**src/rtl/core/assert_macros.svh**
```systemverilog
// Assertion macros; the bodies expect clk and arst_n in scope.
`ifndef ASSERT_MACROS_SVH
`define ASSERT_MACROS_SVH

`ifndef SYNTHESIS

`define ASSERT_IMP(lbl, ante, cons) \
	lbl: assert property (@(posedge clk) disable iff (!arst_n) (ante) |-> (cons)) \
		else $error("assertion failed");

`define ASSERT_NEXT(lbl, ante, cons) \
	lbl: assert property (@(posedge clk) disable iff (!arst_n) (ante) |=> (cons)) \
		else $error("assertion failed");

`else

`define ASSERT_IMP(lbl, ante, cons)

`define ASSERT_NEXT(lbl, ante, cons)

`endif

`endif

```
**src/rtl/core/tdss_pkg.sv**
```systemverilog
package tdss_pkg;

	localparam int unsigned VALUE_W = 10;
	localparam int unsigned IDX_W   = 3;
	localparam int unsigned SEG_CLOCKS = 8;

	localparam logic [VALUE_W-1:0] MAX_VALUE = 10'd999;
	localparam logic [3:0]         BLANK_CODE = 4'd10;

	// v/100 ~ (v*41)>>12 and r/10 ~ (r*205)>>11 over the saturated range
	localparam logic [5:0] HUN_RECIP = 6'd41;
	localparam logic [7:0] TEN_RECIP = 8'd205;

	typedef struct packed {
		logic [7:0] hundreds;
		logic [7:0] tens;
		logic [7:0] units;
	} seg_pats_t;

	// bit 7 = H ... bit 0 = A, 1 = lit
	function automatic logic [7:0] seg_pattern(input logic [3:0] code);
		logic [7:0] pat;
		case (code)
			4'd0:    pat = 8'h3F;
			4'd1:    pat = 8'h06;
			4'd2:    pat = 8'h5B;
			4'd3:    pat = 8'h4F;
			4'd4:    pat = 8'h66;
			4'd5:    pat = 8'h6D;
			4'd6:    pat = 8'h7D;
			4'd7:    pat = 8'h07;
			4'd8:    pat = 8'h7F;
			4'd9:    pat = 8'h6F;
			default: pat = 8'h00;
		endcase
		return pat;
	endfunction

endpackage

```
**src/rtl/core/three_digit_seven_segment_serializer.sv**
```systemverilog
// Shows a value of 0 to 999 on three seven-segment digits as eight serial words, segment H
// (decimal point, never lit) first, then G down to A; lines are active low, leading zeros
// blanked, values above 999 shown as 999, last_bit marks the eighth word. The bit counter
// of the shift stage steps through the words of a value; the next value is held in the
// input register and split into digits while the current one shifts out, so consecutive
// values stream without gaps when the output is not stalled.
module three_digit_seven_segment_serializer (
	input  logic                         clk,
	input  logic                         arst_n,
	input  logic                         in_valid,
	output logic                         in_stall,
	input  logic [tdss_pkg::VALUE_W-1:0] value,
	output logic                         out_valid,
	input  logic                         out_stall,
	output logic                         line_units,
	output logic                         line_tens,
	output logic                         line_hundreds,
	output logic [tdss_pkg::IDX_W-1:0]   segment_index,
	output logic                         last_bit
);
	import tdss_pkg::*;

	logic [VALUE_W-1:0] value_s1;
	logic               valid_s1;
	logic               take;
	seg_pats_t          pats;

	assign in_stall = valid_s1 && !take;

	always_ff @(posedge clk or negedge arst_n) begin
		if (!arst_n) begin
			valid_s1 <= 1'b0;
		end else if (!in_stall) begin
			valid_s1 <= in_valid;
		end
	end

	always_ff @(posedge clk) begin
		if (!in_stall && in_valid) begin
			value_s1 <= value;
		end
	end

	tdss_split u_split (
		.value (value_s1),
		.pats  (pats)
	);

	tdss_shifter u_shifter (
		.clk           (clk),
		.arst_n        (arst_n),
		.load_valid    (valid_s1),
		.load_pats     (pats),
		.take          (take),
		.out_valid     (out_valid),
		.out_stall     (out_stall),
		.line_units    (line_units),
		.line_tens     (line_tens),
		.line_hundreds (line_hundreds),
		.segment_index (segment_index),
		.last_bit      (last_bit)
	);

endmodule

```
**src/rtl/core/tdss_split.sv**
```systemverilog
module tdss_split (
	input  logic [tdss_pkg::VALUE_W-1:0] value,
	output tdss_pkg::seg_pats_t          pats
);
	import tdss_pkg::*;

	logic [VALUE_W-1:0] sat;
	logic [15:0]        hun_prod;
	logic [3:0]         hun;
	logic [VALUE_W-1:0] rem_full;
	logic [6:0]         rem;
	logic [14:0]        ten_prod;
	logic [3:0]         ten;
	logic [6:0]         uni_full;
	logic [3:0]         uni;
	logic [3:0]         ten_code;
	logic [3:0]         hun_code;

	assign sat      = (value > MAX_VALUE) ? MAX_VALUE : value;
	assign hun_prod = 16'(sat) * 16'(HUN_RECIP);
	assign hun      = hun_prod[15:12];
	assign rem_full = sat - (VALUE_W'(hun) * VALUE_W'(100));
	assign rem      = rem_full[6:0];
	assign ten_prod = 15'(rem) * 15'(TEN_RECIP);
	assign ten      = ten_prod[14:11];
	assign uni_full = rem - (7'(ten) * 7'd10);
	assign uni      = uni_full[3:0];

	assign hun_code = (hun != 4'd0) ? hun : BLANK_CODE;
	assign ten_code = (hun != 4'd0 || ten != 4'd0) ? ten : BLANK_CODE;

	assign pats.hundreds = seg_pattern(hun_code);
	assign pats.tens     = seg_pattern(ten_code);
	assign pats.units    = seg_pattern(uni);

endmodule

```
**src/rtl/core/tdss_shifter.sv**
```systemverilog
`include "assert_macros.svh"

module tdss_shifter (
	input  logic                       clk,
	input  logic                       arst_n,
	input  logic                       load_valid,
	input  tdss_pkg::seg_pats_t        load_pats,
	output logic                       take,
	output logic                       out_valid,
	input  logic                       out_stall,
	output logic                       line_units,
	output logic                       line_tens,
	output logic                       line_hundreds,
	output logic [tdss_pkg::IDX_W-1:0] segment_index,
	output logic                       last_bit
);
	import tdss_pkg::*;

	localparam logic [IDX_W-1:0] LAST_IDX = IDX_W'(SEG_CLOCKS - 1);

	seg_pats_t        pat_q;
	logic             busy_q;
	logic [IDX_W-1:0] idx_q;
	logic [IDX_W-1:0] bit_sel;

	assign last_bit = (idx_q == LAST_IDX);
	assign take     = !busy_q || (!out_stall && last_bit);

	always_ff @(posedge clk or negedge arst_n) begin
		if (!arst_n) begin
			busy_q <= 1'b0;
			idx_q  <= '0;
		end else if (take) begin
			busy_q <= load_valid;
			idx_q  <= '0;
		end else if (!out_stall) begin
			idx_q <= idx_q + IDX_W'(1);
		end
	end

	always_ff @(posedge clk) begin
		if (take && load_valid) begin
			pat_q <= load_pats;
		end
	end

	// H goes first: segment index 0 reads pattern bit 7
	assign bit_sel       = ~idx_q;
	assign out_valid     = busy_q;
	assign segment_index = idx_q;
	assign line_units    = ~pat_q.units[bit_sel];
	assign line_tens     = ~pat_q.tens[bit_sel];
	assign line_hundreds = ~pat_q.hundreds[bit_sel];

	`ASSERT_IMP(a_idle_idx_zero, !busy_q, idx_q == '0)
	`ASSERT_NEXT(a_hold_on_stall, busy_q && out_stall, busy_q && $stable(idx_q))
	`ASSERT_NEXT(a_step, busy_q && !out_stall && !last_bit,
		busy_q && idx_q == $past(idx_q) + IDX_W'(1))
	`ASSERT_NEXT(a_load_starts, take && load_valid, busy_q && idx_q == '0)

endmodule

```
**config.mk**
```make
export PLATFORM = sky130hd
export DESIGN_NAME = three_digit_seven_segment_serializer
export DESIGN_NICKNAME = d
export VERILOG_FILES = /design/src/rtl/core/tdss_pkg.sv /design/src/rtl/core/three_digit_seven_segment_serializer.sv /design/src/rtl/core/tdss_split.sv /design/src/rtl/core/tdss_shifter.sv
export VERILOG_INCLUDE_DIRS = /design/src /design/src/rtl/core
export SDC_FILE = /design/constraint.sdc
export NUM_CORES = 1
export LEC_CHECK = 0
export ABC_AREA = 1
export BUFFER_PORTS_ARGS = -buffer_cell sky130_fd_sc_hd__buf_2
export CORE_MARGIN = 2
export CORE_UTILIZATION = 45
export CTS_CLUSTER_SIZE = 20
export DETAILED_ROUTE_END_ITERATION = 8
export PLACE_DENSITY_LB_ADDON = 0.08
export SLEW_MARGIN = 20
export SYNTH_ARGS = -nofsm -noshare
export SYNTH_HDL_FRONTEND = slang
export SYNTH_SLANG_ARGS = --single-unit
```
**constraint.sdc**
```tcl
create_clock -name clk -period 8.1 [get_ports clk]
set_input_delay 1.62 -clock clk [delete_from_list [all_inputs] [get_ports clk]]
set_output_delay 1.62 -clock clk [all_outputs]
set_load 0.01 [all_outputs]
```
==> results of run 1 <==
[path summary, 6_finish.rpt]
| kind | endpoint | slack, ns |
|---|---|---|
| setup / recovery | u_shifter.pat_q[6] | 0.11 |
| hold / removal | u_shifter.out_valid | 0.48 |
| setup reg to reg | u_shifter.pat_q[6] | 0.11 |
| hold reg to reg | u_shifter.out_valid | 0.48 |
| max in group asynchronous | u_shifter.segment_index[2] | 6.84 |
| min in group asynchronous | valid_s1 | 1.13 |
[what timing repair did]
action / 4_1_cts / 5_1_grt
setup buffers: 4 / 6
setup endpoints to repair: 14 / 14
pin swaps: 14 / 56
resized for setup: 18 / 95
[cells in the mapped netlist (4+ instances only)]
cell        n
a21oi_1    14
nor2_1     35
nand2_4     8
ha_1       86
dfrtp_1     5
edfxtp_1   31
o21ai_2     4
xnor2_1     6
clkbuf_1    6
o21ai_0    34
nand2_1   102
nand3_1    20
or2_2       4
inv_2       6
inv_1      85
xor2_1      7
nand2_2    16
nand3_2     6
fa_1       13
[sequential cells by signal (all words and copies together) (netlist names)]
signal                   count
valid_s1                     1
value_s1                    10
u_shifter.pat_q             21
u_shifter.segment_index      3
u_shifter.out_valid          1
[worst register-to-register path: cells and delay by family (launching register included)]
kind | cells | cell delay, ns
compound gates | 4 | 0.66
buf+inv | 11 | 0.65
simple gates | 19 | 1.80
fa+ha+maj | 12 | 3.86
flops | 1 | 0.41
xor+xnor | 3 | 0.49
[metrics by stage]
| stage | area [um^2] | util [%] |
|---|---|---|
| 2_1_floorplan | 4430 | - |
| 3_3_place_gp | 5060 | 54.3 |
| 3_5_place_dp | 5060 | 54.3 |
| 4_1_cts | 5310 | 56.9 |
| 5_1_grt | 5820 | 62.4 |
| 6_report | 5820 | 62.4 |
[layout make-up]
class | instances | share of cell area (%)
inverters | 93 | 6.25
clock buffers | 6 | 1.25
flip-flops and latches | 36 | 18.1
well taps | 129 | 2.77
clock inverters | 2 | 0.602
multi-input cells | 386 | 60.7
repair buffers | 86 | 10.3
[routing by layer]
| layer | vias to the layer above | part of all wire, % | global-route usage [%] | routed length [um] |
|---|---|---|---|---|
| met4 | 0 | 0.50 | 2.46 | 46 |
| met2 | 42 | 51 | 33.7 | 4750 |
| met1 | 1677 | 46 | 23.3 | 4280 |
| met5 | - | 0 | 0 | 0 |
| li1 | 1880 | - | - | - |
| met3 | 4 | 1.9 | 2.87 | 180 |
[logic make-up after synthesis]
family	count (synthesis)	share of synthesized area [%]
flops	36	24.3
fa+ha+maj	99	30.7
buf+inv	102	9.06
simple gates	205	23.8
xor+xnor	14	2.99
compound gates	68	9.12
==> run summary, run 1 <==
Clock transition at path regs = 0.08 ns
Fill count = 814
Synth Area per Inst = 8.30 um^2
Rows = 35
Count of final hold-check violations = 0
Core ar. = 0.00933 mm^2
Cells after Synth = 524
Vias per cell = 4.88
Hpwl dp = 7.39 mm
Fin Setup TNS = 0 ns
# setup viols final = 0
First-pass GRT wire length = 15.1 mm
Inst Count DP = 720
# Max-Cap Violations = 0
Most frequent cell on the critical path = ha_4
Commonest non-fill, non-tap cell in the layout = nand2_1
RSZ-0062 raised after global routing = yes
CTS Buf Count = 5
Fmax = 125 MHz
Footprint of the multi-input gates = 0.00354 mm^2
Worst Clk Skew = 0.00842 ns
Post-cts hold buffer count = 0
Netlist cell types = 43
Initial antenna violation count = 0
Count of final max-slew check failures = 0
Fin crit period = 7.99 ns
Post-synth top area share = 24.7%
Slowest cell delay on critical path = 0.49 ns
Antenna-violating nets left = 0
Antenna diodes = 0
Clk buf depth = 2
Worst EP required = 8.25 ns
Synthesis-to-layout area growth = 33.9%
Top post-synthesis cells by area = ha_1, edfxtp_1, nand2_1, inv_1, fa_1
Largest net degree at the start of global routing = 22
WL final = 9.26 mm
R2r worst-path depth = 49
RR Startpoint = value_s1[8]
Port Buf Inserts = 22
Routed via count = 3,603
Most frequent cells in the layout = nand2_1, inv_1, buf_4, ha_1, nand2_2
Drc violations = 0
Vias in the first global route = 3,379
CP max stage cell = fa_1
DIE WIDTH = 102 um
Top FF cell, synth = edfxtp_1
Iter 0 DRT Violations = 65
Worst Hold Class = flop to flop
Die Y = 102 um
Nature of the critical path endpoint = flop
EDFF count, synth = 31
CTS sink count = 36
CTS tree = done
Worst-Margin Slew = 0.440 ns
Worst-path fanout max = 6
Outcome = completed
Layout cells sized above 1 = 40.9%
Final Non-Filler Cells = 738
1st-pass router iterations = 4
Avg WL per Cell = 12.5 um
Hold path depth = 2
CTS root buffer = clkbuf_8
Final nets = 721
Register area share after synthesis = 24.3%
Number of synthesized register bits = 36
FF/Latch Area = 0.00106 mm^2
Global route overflow = 0
Ports = 23
All-Layer GR Usage = 18.4%
WP depth = 49
Fin worst setup slack = 0.113 ns
Synth warnings = 0
Final RePlAce weighted congestion = 0.872
Setup Crit Path Kind = flop to flop
Syn_nets = 637
Worst EP arrival = 8.14 ns
Starting Density = 46.6%
Die area = 0.0105 mm^2
Place WS = -0.280 ns
Fin crit share = 98.6%
Worst Setup SP = value_s1[8]
Startpoint Class = flop
Hold Startpoint = valid_s1
Post-Syn Area = 0.00435 mm^2
Buffers and inverters on the worst path = 11
Hold_ws = 0.478 ns
Clock Latency Late Sink = 0.29 ns
H-tree depth = 2
Asr flop ratio synth = 13.9%
Dominant cell type by area after synthesis = ha_1
Max_slew headroom = 70.6%
CP top delay family = adder cells
Power of run 1 is not shown: default switching activity piles up to over one toggle a cycle in this logic, so the estimate is an artifact.
==> run 2: changes to the inputs <==
--- a/config.mk
+++ b/config.mk
@@ -13,6 +13,7 @@
 export CTS_CLUSTER_SIZE = 20
 export DETAILED_ROUTE_END_ITERATION = 8
 export PLACE_DENSITY_LB_ADDON = 0.08
+export RECOVER_POWER = 100
 export SLEW_MARGIN = 20
 export SYNTH_ARGS = -nofsm -noshare
 export SYNTH_HDL_FRONTEND = slang
==> run 2 against run 1 <==
Largest cell class unchanged. Die area stayed put. Final cell count stayed put. Via count hardly changed. Critical path type unchanged. Flip-flop and latch count stayed put. Worst setup slack better by 0.00052 ns. Sequential share of layout area is 0.055 points higher. First-iteration DRC count stayed put. Critical endpoint unchanged.
==> run summary, run 2 (synthesis results as in run 1) <==
Outcome = completed
Count of final hold-check violations = 0
CTS root buffer = clkbuf_8
RR Startpoint = value_s1[8]
Post-cts hold buffer count = 0
Avg WL per Cell = 12.6 um
Starting Density = 46.6%
# setup viols final = 0
Synthesis-to-layout area growth = 33.5%
Vias in the first global route = 3,379
Worst Hold Class = flop to flop
Most frequent cell on the critical path = ha_4
Ports = 23
Fmax = 125 MHz
Commonest non-fill, non-tap cell in the layout = nand2_1
Max_slew headroom = 30.4%
Port Buf Inserts = 22
Nature of the critical path endpoint = flop
Area after DPL = 0.00506 mm^2
Final nets = 721
Worst EP required = 8.25 ns
Largest register FFs = 21
Worst EP arrival = 8.14 ns
Vias per cell = 4.88
Die area = 0.0105 mm^2
Setup Crit Path Kind = flop to flop
Die Y = 102 um
# Max-Cap Violations = 0
Final RePlAce weighted congestion = 0.872
CP max stage cell = fa_1
CP top delay family = adder cells
All-Layer GR Usage = 18.4%
Clock Latency Late Sink = 0.29 ns
Fill count = 821
Count of final max-slew check failures = 0
Endpoint of the worst hold path = u_shifter.out_valid
Iter 0 DRT Violations = 65
Clk buf depth = 2
Worst-path fanout max = 6
Inst Count DP = 720
Antenna diodes = 0
Hold_ws = 0.477 ns
Fin worst setup slack = 0.114 ns
Largest reg by FF count = u_shifter.pat_q
Clock transition at path regs = 0.08 ns
Drc violations = 0
Buffers and inverters on the worst path = 11
Startpoint Class = flop
RSZ-0062 raised after global routing = yes
H-tree depth = 2
Worst Clk Skew = 0.00827 ns
WL final = 9.27 mm
Core ar. = 0.00933 mm^2
Largest net degree at the start of global routing = 22
Worst-Margin Slew = 1.04 ns
First-pass GRT wire length = 15.1 mm
Fin crit share = 98.6%
CTS Buf Count = 5
Fin crit period = 7.99 ns
Rows = 35
Slowest cell delay on critical path = 0.49 ns
Design area = 0.00581 mm^2
Most frequent cells in the layout = nand2_1, inv_1, buf_4, ha_1, nand2_2
R2r endpoint = u_shifter.pat_q[6]
FF/Latch Area = 0.00106 mm^2
Global route overflow = 0
CTS tree = done
DIE WIDTH = 102 um
Flop2flop setup slack = 0.11 ns
Routed via count = 3,605
Place WS = -0.280 ns
Layout cells sized above 1 = 38.9%
Hpwl dp = 7.39 mm
Antenna-violating nets left = 0
Hold Startpoint = valid_s1
Footprint of the multi-input gates = 0.00354 mm^2
1st-pass router iterations = 4
Final Non-Filler Cells = 738
Initial antenna violation count = 0
Hold path depth = 2
CTS sink count = 36
R2r worst-path depth = 49
==> run 2: changes by cell type in the layout (fill, tap and decap cells not counted) <==
cell and change:
clkbuf_1 +12, buf_2 -11, buf_4 -1
==> run 2: timing repair <==
action,CTS,global route
hold endpoints to repair,0,0
resized for setup,18,95
pin swaps,14,56
endpoints found under the setup margin,14,14
setup buffers,4,6
cloned,0,0
==> run 2: how the worst max path moves through the flow <==
stage | from | to | cells past startpoint
floorplan | value_s1[5] | u_shifter.pat_q[0] | 49
global placement | value_s1[8] | u_shifter.pat_q[4] | 47
detailed placement | value_s1[8] | u_shifter.pat_q[13] | 49
CTS | value_s1[9] | u_shifter.pat_q[0] | 49
global route | value_s1[8] | u_shifter.pat_q[6] | 48
finish | value_s1[8] | u_shifter.pat_q[6] | 49
==> run 2: routing by layer <==
layer / up-vias / global-route usage (%) / wire length, um
met4: 0 / 2.46 / 46
met1: 1679 / 23.3 / 4290
met3: 4 / 2.87 / 187
met2: 42 / 33.7 / 4750
met5: - / 0 / 0
li1: 1880 / - / -
==> run 2: through the flow <==
| stage | util (%) | setup TNS (ns) |
|---|---|---|
| CTS | 56.9 | 0 |
| global placement | 54.3 | -2.62 |
| global route | 62.3 | -2.00 |
| finish | 62.3 | 0 |
| floorplan | - | 0 |
| detailed placement | 54.3 | -3.35 |
==> run 2: area by class of cell <==
class / count / share of cell area (%)
tap: 129 / 2.78
timing repair buffer: 86 / 10.0
clock inverter: 2 / 0.603
multi-input combinational: 386 / 60.9
sequential: 36 / 18.2
inverter: 93 / 6.27
clock buffer: 6 / 1.25
==> run 2: tightest hold or removal path: cells and delay by family, from the launching register on <==
family	cells	cell delay, ns
buffers and inverters	1	0.05
and+or+nand+nor	1	0.06
DFF	1	0.33
Power of run 2 is left out for the same reason.
==> run 3: changes to the inputs <==
--- a/config.mk
+++ b/config.mk
@@ -13,7 +13,7 @@
 export CTS_CLUSTER_SIZE = 20
 export DETAILED_ROUTE_END_ITERATION = 8
 export PLACE_DENSITY_LB_ADDON = 0.08
-export RECOVER_POWER = 100
+export RECOVER_POWER = 50
 export SLEW_MARGIN = 20
 export SYNTH_ARGS = -nofsm -noshare
 export SYNTH_HDL_FRONTEND = slang
==> run 3 against run 2 <==
Fmax did not move. First-iteration DRC count stayed put. Final cell count stayed put. Clock skew stayed put. Global-route usage unchanged. Hold slack barely moved. Die area stayed put. Worst setup slack did not move. Count of clock-buffer cells in the layout unchanged. Non-clock buffer count stayed put. Critical path type unchanged. Flip-flop and latch count unchanged.
==> run summary, run 3 (synthesis results as in run 1) <==
Hpwl dp = 7.39 mm
Die Y = 102 um
Count of final max-slew check failures = 0
Largest net degree at the start of global routing = 22
Vias per cell = 4.88
Place WS = -0.280 ns
Drc violations = 0
Slowest cell delay on critical path = 0.49 ns
CP max stage cell = fa_1
CTS tree = done
Most frequent cells in the layout = nand2_1, inv_1, buf_4, ha_1, nand2_2
Hold Startpoint = valid_s1
Flop2flop setup slack = 0.11 ns
CTS Buf Count = 5
DIE WIDTH = 102 um
Port Buf Inserts = 22
Global routing's busiest layer = met2
CTS root buffer = clkbuf_8
CTS sink count = 36
Largest reg by FF count = u_shifter.pat_q
Final nets = 721
Ports = 23
1st-pass router iterations = 4
Setup Crit Path Kind = flop to flop
Synthesis-to-layout area growth = 33.8%
Buffers and inverters on the worst path = 11
Worst-path fanout max = 6
Antenna-violating nets left = 0
Clk buf depth = 2
Initial antenna violation count = 0
Grt met1 use = 23.3%
R2r worst-path depth = 49
Avg WL per Cell = 12.6 um
First-pass GRT wire length = 15.1 mm
Hold path depth = 2
Die area = 0.0105 mm^2
Worst Clk Skew = 0.00827 ns
Commonest non-fill, non-tap cell in the layout = nand2_1
Most frequent cell on the critical path = ha_4
M3 GR Usage = 2.87%
Routed via count = 3,605
R2r endpoint = u_shifter.pat_q[6]
Final RePlAce weighted congestion = 0.872
RR Startpoint = value_s1[8]
Fin worst setup slack = 0.114 ns
Count of final hold-check violations = 0
Layout cells sized above 1 = 40.4%
Worst EP required = 8.25 ns
All-Layer GR Usage = 18.4%
Core ar. = 0.00933 mm^2
Rows = 35
CP top delay family = adder cells
Global route overflow = 0
Met2 GRT Util = 33.7%
Nature of the critical path endpoint = flop
Antenna diodes = 0
Worst Hold Class = flop to flop
Largest register FFs = 21
Worst-Margin Slew = 1.04 ns
RSZ-0062 raised after global routing = yes
H-tree depth = 2
Startpoint Class = flop
Worst EP arrival = 8.14 ns
Clock transition at path regs = 0.08 ns
# setup viols final = 0
# Max-Cap Violations = 0
Fill count = 813
Vias in the first global route = 3,379
Fmax = 125 MHz
Clock Latency Late Sink = 0.29 ns
Fin crit period = 7.99 ns
Endpoint of the worst hold path = u_shifter.out_valid
WL final = 9.26 mm
Max_slew headroom = 30.4%
Outcome = completed
Iter 0 DRT Violations = 65
Fin crit share = 98.6%
Starting Density = 46.6%
==> run 3: changes by cell type in the layout (fill, tap and decap cells not counted), sizes merged <==
| cell | before | now |
|---|---|---|
| buf | 74 | 83 |
| clkbuf | 18 | 9 |
==> run 3: final cells by class <==
cell class	instances	area, um^2	area share, %
multi-input combinational	386	3540	60.8
clock inverter	2	35.0	0.602
inverter	93	364	6.26
tap	129	161	2.77
timing repair buffer	86	592	10.2
clock buffer	6	72.6	1.25
sequential	36	1060	18.2
==> run 3: layer usage <==
| layer | wire length [um] | vias to the layer above |
|---|---|---|
| met1 | 4280 | 1679 |
| met3 | 182 | 4 |
| met4 | 46 | 0 |
| met2 | 4750 | 42 |
| met5 | 0 | - |
| li1 | - | 1880 |
==> run 3: how the worst max path moves through the flow <==
stage          slack [ns]             endpoint        start  cells after the start
3_5_place_dp        -0.28  u_shifter.pat_q[13]  value_s1[8]                     49
5_1_grt             -0.25   u_shifter.pat_q[6]  value_s1[8]                     48
6_report             0.11   u_shifter.pat_q[6]  value_s1[8]                     49
2_1_floorplan       0.005   u_shifter.pat_q[0]  value_s1[5]                     49
3_3_place_gp        -0.23   u_shifter.pat_q[4]  value_s1[8]                     47
4_1_cts              0.01   u_shifter.pat_q[0]  value_s1[9]                     49
==> run 3: per-stage QoR <==
step | util (%) | instances | cell area, um^2 | hold WS (ns) | setup TNS, ns
after detailed placement | 54.3 | 720 | 5060 | 0.464 | -3.35
after global placement | 54.3 | 720 | 5060 | 0.439 | -2.62
final | 62.4 | 738 | 5820 | 0.478 | 0
after CTS | 56.9 | 732 | 5310 | 0.486 | 0
after global routing | 62.4 | 738 | 5820 | 0.524 | -2.00
after floorplan | - | 524 | 4430 | 0.434 | 0
==> run 3: what timing repair did <==
item                       in CTS  in global routing
pin swaps                      14                 56
hold buffers                    0                  0
setup endpoints to repair      14                 14
buffers inserted                4                  6
cloned                          0                  0
resized for setup              18                 95
==> run 3: tightest hold or removal path: stages, from the launching register on <==
cell,delay (ns)
dfrtp_1,0.33
inv_1,0.05
nand2_1,0.06
Power of run 3 is left out for the same reason.
